**src/rtl/core/scd_pkg.sv**
```systemverilog
// Package with command codes, response kinds and character helpers of the command decoder.
package scd_pkg;

  localparam logic [7:0] CMD_TOGGLE  = 8'h81;
  localparam logic [7:0] CMD_GET     = 8'h82;
  localparam logic [7:0] CMD_SET     = 8'h83;
  localparam logic [7:0] CMD_CLEAR   = 8'h84;
  localparam logic [7:0] ASCII_TIME  = 8'h74;
  localparam logic [7:0] ASCII_LED   = 8'h79;
  localparam logic [7:0] CHAR_CR     = 8'h0D;
  localparam logic [7:0] CHAR_LF     = 8'h0A;

  localparam logic [13:0] VALUE_RESET = 14'h3FFF;

  // Beat positions inside a time response.
  localparam logic [4:0] TIME_DIGIT_FIRST = 5'd7;
  localparam logic [4:0] TIME_DIGIT_TOP   = 5'd14;
  localparam logic [4:0] TIME_CR_IDX      = 5'd15;
  localparam logic [4:0] TIME_LAST_IDX    = 5'd16;
  localparam logic [4:0] GET_LAST_IDX     = 5'd1;

  typedef enum logic [1:0] {
    RESP_NONE,
    RESP_GET,
    RESP_TIME
  } resp_kind_e;

  // Characters of the "time=0x" prefix.
  function automatic logic [7:0] prefix_char(input logic [2:0] pos);
    logic [7:0] c;
    unique case (pos)
      3'd0:    c = 8'h74;
      3'd1:    c = 8'h69;
      3'd2:    c = 8'h6D;
      3'd3:    c = 8'h65;
      3'd4:    c = 8'h3D;
      3'd5:    c = 8'h30;
      default: c = 8'h78;
    endcase
    return c;
  endfunction

  // Lowercase hex digit of one nibble.
  function automatic logic [7:0] hex_char(input logic [3:0] nib);
    logic [7:0] c;
    if (nib < 4'd10) begin
      c = 8'h30 + {4'h0, nib};
    end else begin
      c = 8'h57 + {4'h0, nib};
    end
    return c;
  endfunction

endpackage

```
**src/rtl/core/scd_in_if.sv**
```systemverilog
// Input channel of the command decoder: received bytes and millisecond ticks.
interface scd_in_if;
  logic       valid;
  logic       ready;
  logic       action;
  logic [7:0] rx_byte;

  modport source (output valid, output action, output rx_byte, input ready);
  modport sink   (input valid, input action, input rx_byte, output ready);
endinterface

```
**src/rtl/core/scd_out_if.sv**
```systemverilog
// Output channel of the command decoder: response beats and LED flags.
interface scd_out_if;
  logic       valid;
  logic       ready;
  logic       byte_valid;
  logic [7:0] tx_byte;
  logic       last;
  logic       yellow_led;
  logic       error_led;

  modport source (output valid, output byte_valid, output tx_byte, output last,
                  output yellow_led, output error_led, input ready);
  modport sink   (input valid, input byte_valid, input tx_byte, input last,
                  input yellow_led, input error_led, output ready);
endinterface

```
**src/rtl/core/serial_command_decoder.sv**
```systemverilog
// Top level of the serial command decoder with millisecond time counter.
// The first result beat of an item is shown in the cycle after the item is accepted.
// Throughput: one beat per cycle while the sink is ready; an item with a single result beat can follow every cycle,
// a get sends 2 result beats and a time query 17, counted by the beat counter of the result register.
// Reset: flags and counter clear, the stored value becomes 0x3FFF, no result is pending.
module serial_command_decoder (
  input  logic      clk_i,
  input  logic      rst_ni,
  scd_in_if.sink    cmd_i,
  scd_out_if.source rsp_o
);

  logic        led_q, led_d;
  logic        err_q, err_d;
  logic [13:0] value_q, value_d;
  logic [1:0]  pend_q, pend_d;
  logic [6:0]  first_q, first_d;
  logic [31:0] ms_q, ms_d;

  logic                resp_valid_q;
  scd_pkg::resp_kind_e kind_q, kind_d;
  logic [4:0]          idx_q;

  logic       in_fire;
  logic       out_fire;
  logic       out_last;
  logic [2:0] nib_sel;
  logic [7:0] tx_byte;

  assign in_fire  = cmd_i.valid & cmd_i.ready;
  assign out_fire = resp_valid_q & rsp_o.ready;

  // A new item enters when the result register is empty or its final beat leaves now.
  assign cmd_i.ready = ~resp_valid_q | (rsp_o.ready & out_last);

  // Decode of one accepted item.
  always_comb begin
    led_d   = led_q;
    err_d   = err_q;
    value_d = value_q;
    pend_d  = pend_q;
    first_d = first_q;
    ms_d    = ms_q;
    kind_d  = scd_pkg::RESP_NONE;
    if (cmd_i.action) begin
      ms_d = ms_q + 32'd1;
    end else if (cmd_i.rx_byte[7]) begin
      // A command drops any pending data bytes and flags them as an error.
      if (pend_q != 2'd0) begin
        err_d = 1'b1;
      end
      pend_d = 2'd0;
      priority case (cmd_i.rx_byte)
        scd_pkg::CMD_TOGGLE: led_d  = ~led_q;
        scd_pkg::CMD_GET:    kind_d = scd_pkg::RESP_GET;
        scd_pkg::CMD_SET:    pend_d = 2'd2;
        scd_pkg::CMD_CLEAR:  err_d  = 1'b0;
        default:             err_d  = 1'b1;
      endcase
    end else if (pend_q != 2'd0) begin
      if (pend_q == 2'd1) begin
        value_d = {cmd_i.rx_byte[6:0], first_q};
        pend_d  = 2'd0;
      end else begin
        first_d = cmd_i.rx_byte[6:0];
        pend_d  = 2'd1;
      end
    end else if (cmd_i.rx_byte == scd_pkg::ASCII_TIME) begin
      kind_d = scd_pkg::RESP_TIME;
    end else if (cmd_i.rx_byte == scd_pkg::ASCII_LED) begin
      led_d = ~led_q;
    end
  end

  always_ff @(posedge clk_i or negedge rst_ni) begin
    if (!rst_ni) begin
      led_q   <= 1'b0;
      err_q   <= 1'b0;
      value_q <= scd_pkg::VALUE_RESET;
      pend_q  <= 2'd0;
      first_q <= 7'd0;
      ms_q    <= 32'd0;
    end else if (in_fire) begin
      led_q   <= led_d;
      err_q   <= err_d;
      value_q <= value_d;
      pend_q  <= pend_d;
      first_q <= first_d;
      ms_q    <= ms_d;
    end
  end

  // The state cannot change while a response is out, so beats read it directly.
  always_ff @(posedge clk_i or negedge rst_ni) begin
    if (!rst_ni) begin
      resp_valid_q <= 1'b0;
      kind_q       <= scd_pkg::RESP_NONE;
      idx_q        <= 5'd0;
    end else if (in_fire) begin
      resp_valid_q <= 1'b1;
      kind_q       <= kind_d;
      idx_q        <= 5'd0;
    end else if (out_fire) begin
      if (out_last) begin
        resp_valid_q <= 1'b0;
      end else begin
        idx_q <= idx_q + 5'd1;
      end
    end
  end

  // Digits run from the top nibble down.
  assign nib_sel = 3'(scd_pkg::TIME_DIGIT_TOP - idx_q);

  always_comb begin
    tx_byte  = 8'h00;
    out_last = 1'b1;
    unique case (kind_q)
      scd_pkg::RESP_GET: begin
        tx_byte  = idx_q[0] ? {2'b00, value_q[13:8]} : value_q[7:0];
        out_last = (idx_q == scd_pkg::GET_LAST_IDX);
      end
      scd_pkg::RESP_TIME: begin
        out_last = (idx_q == scd_pkg::TIME_LAST_IDX);
        priority if (idx_q < scd_pkg::TIME_DIGIT_FIRST) begin
          tx_byte = scd_pkg::prefix_char(idx_q[2:0]);
        end else if (idx_q < scd_pkg::TIME_CR_IDX) begin
          tx_byte = scd_pkg::hex_char(ms_q[{nib_sel, 2'b00} +: 4]);
        end else if (idx_q == scd_pkg::TIME_CR_IDX) begin
          tx_byte = scd_pkg::CHAR_CR;
        end else begin
          tx_byte = scd_pkg::CHAR_LF;
        end
      end
      default: begin
        tx_byte  = 8'h00;
        out_last = 1'b1;
      end
    endcase
  end

  assign rsp_o.valid      = resp_valid_q;
  assign rsp_o.byte_valid = (kind_q != scd_pkg::RESP_NONE);
  assign rsp_o.tx_byte    = tx_byte;
  assign rsp_o.last       = out_last;
  assign rsp_o.yellow_led = led_q;
  assign rsp_o.error_led  = err_q;

endmodule

```
**src/flat_wrapper.sv**
```systemverilog
// flat-port wrapper written by rule: the top's interface ports become plain ports
module serial_command_decoder_flat 
  (clk_i, rst_ni, cmd_i_valid, cmd_i_action, cmd_i_rx_byte, cmd_i_ready, rsp_o_valid, rsp_o_byte_valid, rsp_o_tx_byte, rsp_o_last, rsp_o_yellow_led, rsp_o_error_led, rsp_o_ready);
  scd_in_if cmd_i_i ();
  scd_out_if rsp_o_i ();
  input  logic clk_i;
  input  logic rst_ni;
  input wire logic [$bits(cmd_i_i.valid)-1:0] cmd_i_valid;
  input wire logic [$bits(cmd_i_i.action)-1:0] cmd_i_action;
  input wire logic [$bits(cmd_i_i.rx_byte)-1:0] cmd_i_rx_byte;
  output wire logic [$bits(cmd_i_i.ready)-1:0] cmd_i_ready;
  output wire logic [$bits(rsp_o_i.valid)-1:0] rsp_o_valid;
  output wire logic [$bits(rsp_o_i.byte_valid)-1:0] rsp_o_byte_valid;
  output wire logic [$bits(rsp_o_i.tx_byte)-1:0] rsp_o_tx_byte;
  output wire logic [$bits(rsp_o_i.last)-1:0] rsp_o_last;
  output wire logic [$bits(rsp_o_i.yellow_led)-1:0] rsp_o_yellow_led;
  output wire logic [$bits(rsp_o_i.error_led)-1:0] rsp_o_error_led;
  input wire logic [$bits(rsp_o_i.ready)-1:0] rsp_o_ready;
  assign cmd_i_i.valid = cmd_i_valid;
  assign cmd_i_i.action = cmd_i_action;
  assign cmd_i_i.rx_byte = cmd_i_rx_byte;
  assign cmd_i_ready = cmd_i_i.ready;
  assign rsp_o_valid = rsp_o_i.valid;
  assign rsp_o_byte_valid = rsp_o_i.byte_valid;
  assign rsp_o_tx_byte = rsp_o_i.tx_byte;
  assign rsp_o_last = rsp_o_i.last;
  assign rsp_o_yellow_led = rsp_o_i.yellow_led;
  assign rsp_o_error_led = rsp_o_i.error_led;
  assign rsp_o_i.ready = rsp_o_ready;
  serial_command_decoder u_core (.clk_i(clk_i), .rst_ni(rst_ni), .cmd_i(cmd_i_i), .rsp_o(rsp_o_i));
endmodule
```
**config.mk**
```make
export PLATFORM = sky130hd
export DESIGN_NAME = serial_command_decoder_flat
export DESIGN_NICKNAME = d
export VERILOG_FILES = /design/src/rtl/core/scd_pkg.sv /design/src/rtl/core/scd_in_if.sv /design/src/rtl/core/scd_out_if.sv /design/src/rtl/core/serial_command_decoder.sv /design/src/flat_wrapper.sv
export SDC_FILE = /design/constraint.sdc
export NUM_CORES = 1
export LEC_CHECK = 0
export BUFFER_PORTS_ARGS = -buffer_cell sky130_fd_sc_hd__buf_2
export CORE_MARGIN = 2
export CORE_UTILIZATION = 58
export DETAILED_ROUTE_END_ITERATION = 12
export PLACE_DENSITY = 0.83
export SLEW_MARGIN = 20
export SYNTH_ARGS = -nofsm -noshare
export SYNTH_HDL_FRONTEND = slang
export SYNTH_SLANG_ARGS = --single-unit
export TNS_END_PERCENT = 1
```
**constraint.sdc**
```tcl
create_clock -name clk_i -period 3.9 [get_ports clk_i]
set_clock_uncertainty 0.05 [all_clocks]
set_input_delay 0.585 -clock clk_i [delete_from_list [all_inputs] [get_ports clk_i]]
set_output_delay 0.585 -clock clk_i [all_outputs]
set_load 0.01 [all_outputs]
```
==> results of run 1 <==
==> cell usage in the layout, fill, tap and decap left out, types with 6 or more instances in the layout <==
cell type,instances
mux2_2,15
nand4_1,9
inv_1,16
mux4_2,9
nor3_1,13
xor2_1,14
nor2_1,24
mux2i_1,6
dfstp_2,14
clkbuf_8,9
xnor2_1,19
nand3_1,15
nand2_1,29
dfrtp_1,51
buf_4,6
buf_2,26
ha_1,11
mux2_4,11
a21oi_1,9
and3_1,7
o21ai_0,9
==> final cells by class <==
class	instances	area (um2)
clock buffer	9	123.9
clock inverter	7	102.6
fill	507	2238
inverter	17	63.81
multi-input combinational	287	2315
sequential	65	1644
tap	96	120.1
timing repair buffer	33	186.4
==> flip-flops by register name (all words and copies together), names as in the netlist <==
name and flops:
u_core.kind_q 2, u_core.first_q 7, u_core.value_q 14, u_core.rsp_o.error_led 1, u_core.idx_q 5, u_core.rsp_o.valid 1
u_core.pend_q 2, u_core.ms_q 32, u_core.rsp_o.yellow_led 1
==> logic make-up after synthesis <==
family / after synthesis / synth area share (%)
AND/OR/NAND/NOR: 135 / 18.63
flip-flops: 65 / 40.26
AO/OA/AOI/OAI: 63 / 11.43
multiplexers: 43 / 15.17
XOR/XNOR: 34 / 7.292
buffers and inverters: 32 / 3.554
adder cells (fa/ha/maj): 12 / 3.676
==> power breakdown <==
group	switching (W)	leakage, nW	internal [W]	total [W]
sequential	0.0000595	0.825	0.000709	0.000769
clock	0.000282	0.110	0.000365	0.000646
combinational	0.0000724	1.05	0.0000531	0.000125
==> stage by stage <==
step	instance area (um2)	util, %	total power (W)
finish	4556	67.05	0.001541
global route	4556	67.05	0.001607
global placement	4305	63.37	0.0008926
detailed placement	4305	63.37	0.0009009
floorplan	4084	-	0.0008337
CTS	4534	66.74	0.001547
==> routing by layer <==
metal  global-route usage (%)  share of wire, %
met1                    36.69                44
met2                    42.29                48
met3                    5.278               5.9
met4                    9.930               2.0
met5                        0                 0
==> worst max path at each step <==
| stage | end | start | cells after the start | slack (ns) |
|---|---|---|---|---|
| 2_1_floorplan | rsp_o_tx_byte[4] | u_core.idx_q[0]$_DFFE_PN0P_ | 12 | 0.51 |
| 3_3_place_gp | rsp_o_tx_byte[1] | u_core.idx_q[1]$_DFFE_PN0P_ | 9 | 0.48 |
| 3_5_place_dp | rsp_o_tx_byte[1] | u_core.idx_q[1]$_DFFE_PN0P_ | 10 | 0.39 |
| 4_1_cts | rsp_o_tx_byte[1] | u_core.idx_q[0]$_DFFE_PN0P_ | 11 | 0.05 |
| 5_1_grt | rsp_o_tx_byte[4] | u_core.idx_q[0]$_DFFE_PN0P_ | 12 | 0.0008 |
| 6_report | rsp_o_tx_byte[1] | u_core.idx_q[0]$_DFFE_PN0P_ | 11 | 0.16 |
==> critical path: stages (launching register included) <==
cell and delay [ns]:
dfrtp_1 0.40, buf_6 0.19, ha_1 0.24, xnor2_2 0.27, mux4_2 0.37, mux2_2 0.31, inv_1 0.07, ha_1 0.24
a2111oi_2 0.31, o21ai_1 0.12, nand2_1 0.09, buf_2 0.13
==> timing repair <==
item                       4_1_cts  5_1_grt
hold endpoints to repair         0        0
hold buffers                     0        0
pin swaps                        0        1
gates resized for setup          1        5
setup endpoints to repair        2        2
==> impl_metrics.py, run 1 <==
metrics = {
    "status": {
        "status": "completed",
    },
    "yosys": {
        "synth_area_mm2": 0.004084,
        "syn_area_per_cell_um2": 10.64,
        "yosys.area.top_type": "dfrtp_1",
        "ys.warnings.count": 0,
        "synth-seq-cells": 65,
        "netlist_top_cells_area": "dfrtp_1 (31%), dfstp_2 (9.0%), mux4_2 (5.0%), xnor2_1 (4.3%), mux2_2 (4.1%)",
        "synth_common_cells": "dfrtp_1 (51), nand2_1 (29), nor2_1 (24), xnor2_1 (20), inv_1 (16)",
        "ys_async_sr_fraction_pct": 100.0,
        "synth.most_common_cell": "dfrtp_1",
        "ys.flop_type": "dfrtp_1",
        "seq_area_frac_synth_pct": 40.26,
        "post_synth_num_cell_types": 69,
        "synth_top_area_share_pct": 31.25,
        "synthCells": 384,
        "synth.net_count": 409,
        "synth_edf_count": 0,
    },
    "floorplan": {
        "die_h_um": 87.91,
        "row_count": 30,
        "die_w_um": 87.91,
        "coreArea_mm2": 0.006794,
        "die_area_mm2": 0.007728,
        "start_util_pct": 60.11,
        "io_pins": 27,
    },
    "clock_tree": {
        "clk_latency_ns": 0.36,
        "htreeDepth": 3,
        "cts_num_sinks": 65,
        "cts_tree": "built",
        "postCtsSetupRepairBufs": 0,
        "cts_max_path_buffers": 2,
        "cts.clk_slew.worst_paths_ns": 0.08,
        "cts_made_buffers": 9,
        "cts_root_buf": "clkbuf_8",
    },
    "routing": {
        "routedWlPerCell_um": 18.12,
        "drt_iter0_markers": 284,
        "via_per_inst": 6.195,
        "post-route-drc-count": 0,
        "ant_nets": 0,
        "dr.pass1.iters": 5,
        "routed_wl_mm": 9.314,
        "vias": 3184,
    },
    "setup_path": {
        "regToRegStartpoint": "u_core.kind_q[0]$_DFFE_PN0P_",
        "cp.required_ns": 3.26,
        "r2r_end": "u_core.ms_q[23]$_DFFE_PN0P_",
        "cp-start-kind": "register",
        "critPathKind": "reg2out",
        "critPathMaxFanout": 24,
        "end_kind": "output port",
        "arrival_ns": 3.11,
        "rrSetupSlack_ns": 1.13,
        "reg2reg_depth": 7,
    },
    "timing": {
        "setup-violations-final": 0,
        "tns_ns": 0,
        "hold_viol_final": 0,
        "max_freq_mhz": 267.2,
        "finalCritPeriodShare_pct": 95.97,
        "rsz0062_at_grt": "no",
        "slew_headroom_pct": 33.09,
        "worst_pin_slew_ns": 1.004,
        "period_minus_slack_ns": 3.743,
        "finalMaxSlewViolations": 0,
        "whs_ns": 0.2775,
        "final.setup.worst_slack_ns": 0.1573,
    },
    "global_route": {
        "grt_max_degree": 40,
        "antenna_found_initial": 0,
        "overflow": 0,
        "grt_pass1_wl_mm": 15.75,
        "grt_pass1_vias": 3171,
        "grt_usage_pct": 26.72,
    },
    "placement": {
        "io_buffers": 26,
        "dp_hpwl_mm": 6.705,
        "placed_cells": 498,
        "globalplace.congestion": 0.9200,
        "dp_slack_ns": 0.3892,
    },
    "pwr": {
        "p_leak_nw": 1.986,
        "peakVddDrop_v": 0.0003389,
        "power_density_mw_per_mm2": 338.2,
    },
    "finish": {
        "fin_nets": 438,
        "final_cells": 514,
        "antenna_cells": 0,
        "drive_gt1_share_pct": 27.03,
        "area_growth_pct": 11.55,
    },
    "worst_hold_path": {
        "worstHoldPathType": "in2async",
    },
    "flow_run": {
        "cap_viol_max_count": 0,
    },
}
(Power assumes the default switching activity.)
==> inputs of run 2 (changes only) <==
==> constraint.sdc (replaced) <==
create_clock -name clk_i -period 3.6 [get_ports clk_i]
set_clock_uncertainty 0.05 [all_clocks]
set_input_delay 0.54 -clock clk_i [delete_from_list [all_inputs] [get_ports clk_i]]
set_output_delay 0.54 -clock clk_i [all_outputs]
set_load 0.01 [all_outputs]
==> run 2 against run 1 <==
  * Register-to-register slack improved by 0.03 ns
  * Global-route usage fell by 0.31 points
  * Worst hold slack improved by 0.0080 ns
  * Cell count rose by 1.4%
  * Largest cell class unchanged
==> impl_metrics.py, run 2 (synthesized netlist as in run 1, its figures left out) <==
metrics = {
    "setup_path": {
        "cpLargestDelayFamily": "multiplexers",
        "critPathKind": "reg2out",
        "regToRegStartpoint": "u_core.kind_q[0]$_DFFE_PN0P_",
        "cp.required_ns": 3.01,
        "r2r_end": "u_core.value_q[13]$_DFFE_PN1P_",
        "end_kind": "output port",
        "cp.buffers_inverters": 3,
        "cp-start-kind": "register",
        "rrSetupSlack_ns": 1.16,
        "arrival_ns": 2.89,
        "reg2reg_depth": 7,
        "slowest_delay_ns": 0.53,
        "worstPathCellList": "inv_2 -> ha_4 -> mux4_2 -> mux2_4 -> inv_2 -> ha_4 -> a2111oi_4 -> o21ai_1 -> nand2_1 -> buf_2",
        "crit_path_top_delay_cell": "mux4_2",
        "critPathMaxFanout": 7,
    },
    "routing": {
        "wl_met1_mm": 4.105,
        "routed_wl_mm": 9.608,
        "routedWlPerCell_um": 18.44,
        "ant_nets": 0,
        "routed-wl-met3_um": 713,
        "drt_iter0_markers": 243,
        "via_per_inst": 6.294,
        "post-route-drc-count": 0,
        "vias": 3279,
        "routed.top_layer": "met4",
        "wl_met2_mm": 4.632,
        "dr.pass1.iters": 4,
    },
    "timing": {
        "max_freq_mhz": 287.7,
        "finalCritPeriodShare_pct": 96.56,
        "worst_pin_slew_ns": 0.8058,
        "setup-violations-final": 0,
        "finalMaxSlewViolations": 0,
        "hold_viol_final": 0,
        "whs_ns": 0.2855,
        "tns_ns": 0,
        "period_minus_slack_ns": 3.476,
        "rsz0062_at_grt": "yes",
        "slew_headroom_pct": 46.28,
    },
    "flow_run": {
        "cap_viol_max_count": 0,
    },
    "finish": {
        "final_cells": 521,
        "area_growth_pct": 12.59,
        "largestRegisters": "u_core.ms_q: 32 flops, u_core.value_q: 14 flops, u_core.first_q: 7 flops",
        "largest_reg_flops": 32,
        "fin_nets": 445,
        "layout_commonest_cell": "dfrtp_1",
        "drive_gt1_share_pct": 29.41,
        "antenna_cells": 0,
        "regMostFlops": "u_core.ms_q",
        "final_cell_mix": "dfrtp_1 (51), nand2_1 (29), buf_2 (26)",
    },
    "pwr": {
        "power_density_mw_per_mm2": 330.6,
        "p_leak_nw": 2.001,
        "peakVddDrop_v": 0.0003984,
    },
    "clock_tree": {
        "htreeDepth": 3,
        "cts_max_path_buffers": 2,
        "clk_latency_ns": 0.35,
        "cts_num_sinks": 65,
        "cts.clk_slew.worst_paths_ns": 0.08,
        "ctsHoldBuffers": 0,
        "cts_made_buffers": 9,
        "cts_tree": "built",
        "cts_root_buf": "clkbuf_8",
    },
    "placement": {
        "placed_cells": 502,
        "globalplace.congestion": 0.9454,
        "io_buffers": 26,
        "dp_hpwl_mm": 6.863,
    },
    "floorplan": {
        "die_w_um": 87.91,
        "die_area_mm2": 0.007728,
        "die_h_um": 87.91,
        "io_pins": 27,
        "start_util_pct": 60.11,
        "coreArea_mm2": 0.006794,
        "row_count": 30,
    },
    "global_route": {
        "overflow": 0,
        "grt_pass1_wl_mm": 15.41,
        "grt_max_degree": 66,
        "antenna_found_initial": 0,
        "grt_usage_pct": 26.41,
        "grt_pass1_vias": 3133,
    },
    "status": {
        "status": "completed",
    },
    "worst_hold_path": {
        "worstHoldPathType": "in2async",
    },
}
==> run 2: cell types whose count changed in the layout (fill, tap and decap cells not counted), moves of 2 or more <==
| cell | change |
|---|---|
| inv_2 | +2 |
| bufinv_16 | -2 |
| clkinv_2 | +4 |
| ha_1 | -2 |
| inv_1 | -2 |
| buf_4 | +7 |
==> run 2: report_power, final <==
| group | internal [W] | leakage (nW) | switching, W | total [W] |
|---|---|---|---|---|
| logic | 0.0000584 | 1.08 | 0.0000788 | 0.000137 |
| clock network | 0.000249 | 0.0931 | 0.000299 | 0.000548 |
| registers | 0.000768 | 0.825 | 0.0000663 | 0.000835 |
| total | 0.00108 | 2.00 | 0.000444 | 0.00152 |
==> run 2: final cells by class <==
class                      count  area, um2
fill                         523       2196
sequential                    65       1644
multi-input combinational    287       2361
tap                           96      120.1
inverter                      17      63.81
clock inverter                 7      46.29
clock buffer                   9      123.9
timing repair buffer          40      239.0
==> run 2: worst max path at each step <==
stage / from / to / slack [ns] / cells after the start
floorplan: u_core.idx_q[0]$_DFFE_PN0P_ / rsp_o_tx_byte[4] / 0.25 / 12
global route: u_core.idx_q[0]$_DFFE_PN0P_ / rsp_o_tx_byte[1] / -0.004 / 10
finish: u_core.idx_q[0]$_DFFE_PN0P_ / rsp_o_tx_byte[1] / 0.12 / 10
CTS: u_core.idx_q[1]$_DFFE_PN0P_ / rsp_o_tx_byte[1] / 0.06 / 11
global placement: u_core.idx_q[0]$_DFFE_PN0P_ / rsp_o_tx_byte[1] / 0.39 / 10
detailed placement: u_core.idx_q[0]$_DFFE_PN0P_ / rsp_o_tx_byte[1] / 0.31 / 10
==> run 2: what timing repair did <==
item,CTS,global route
pin swaps,0,5
gates resized for setup,3,10
endpoints found under the setup margin,2,2
endpoints found under the hold margin,0,0
setup buffers,0,3
==> run 2: per-layer routing <==
layer,vias up,track usage (%)
met5,-,0
li1,1500,-
met1,1629,35.48
met2,133,41.05
met4,0,9.650
met3,17,7.540
==> run 2: metrics by stage <==
stage	total power, W	area [um2]	setup WS (ns)	util [%]
after floorplan	0.0009031	4084	0.2516	-
after global placement	0.0009708	4335	0.3946	63.81
after detailed placement	0.0009795	4335	0.3122	63.81
after CTS	0.001534	4526	0.05868	66.61
after global routing	0.001589	4598	-0.003606	67.68
final	0.001520	4598	0.1239	67.68
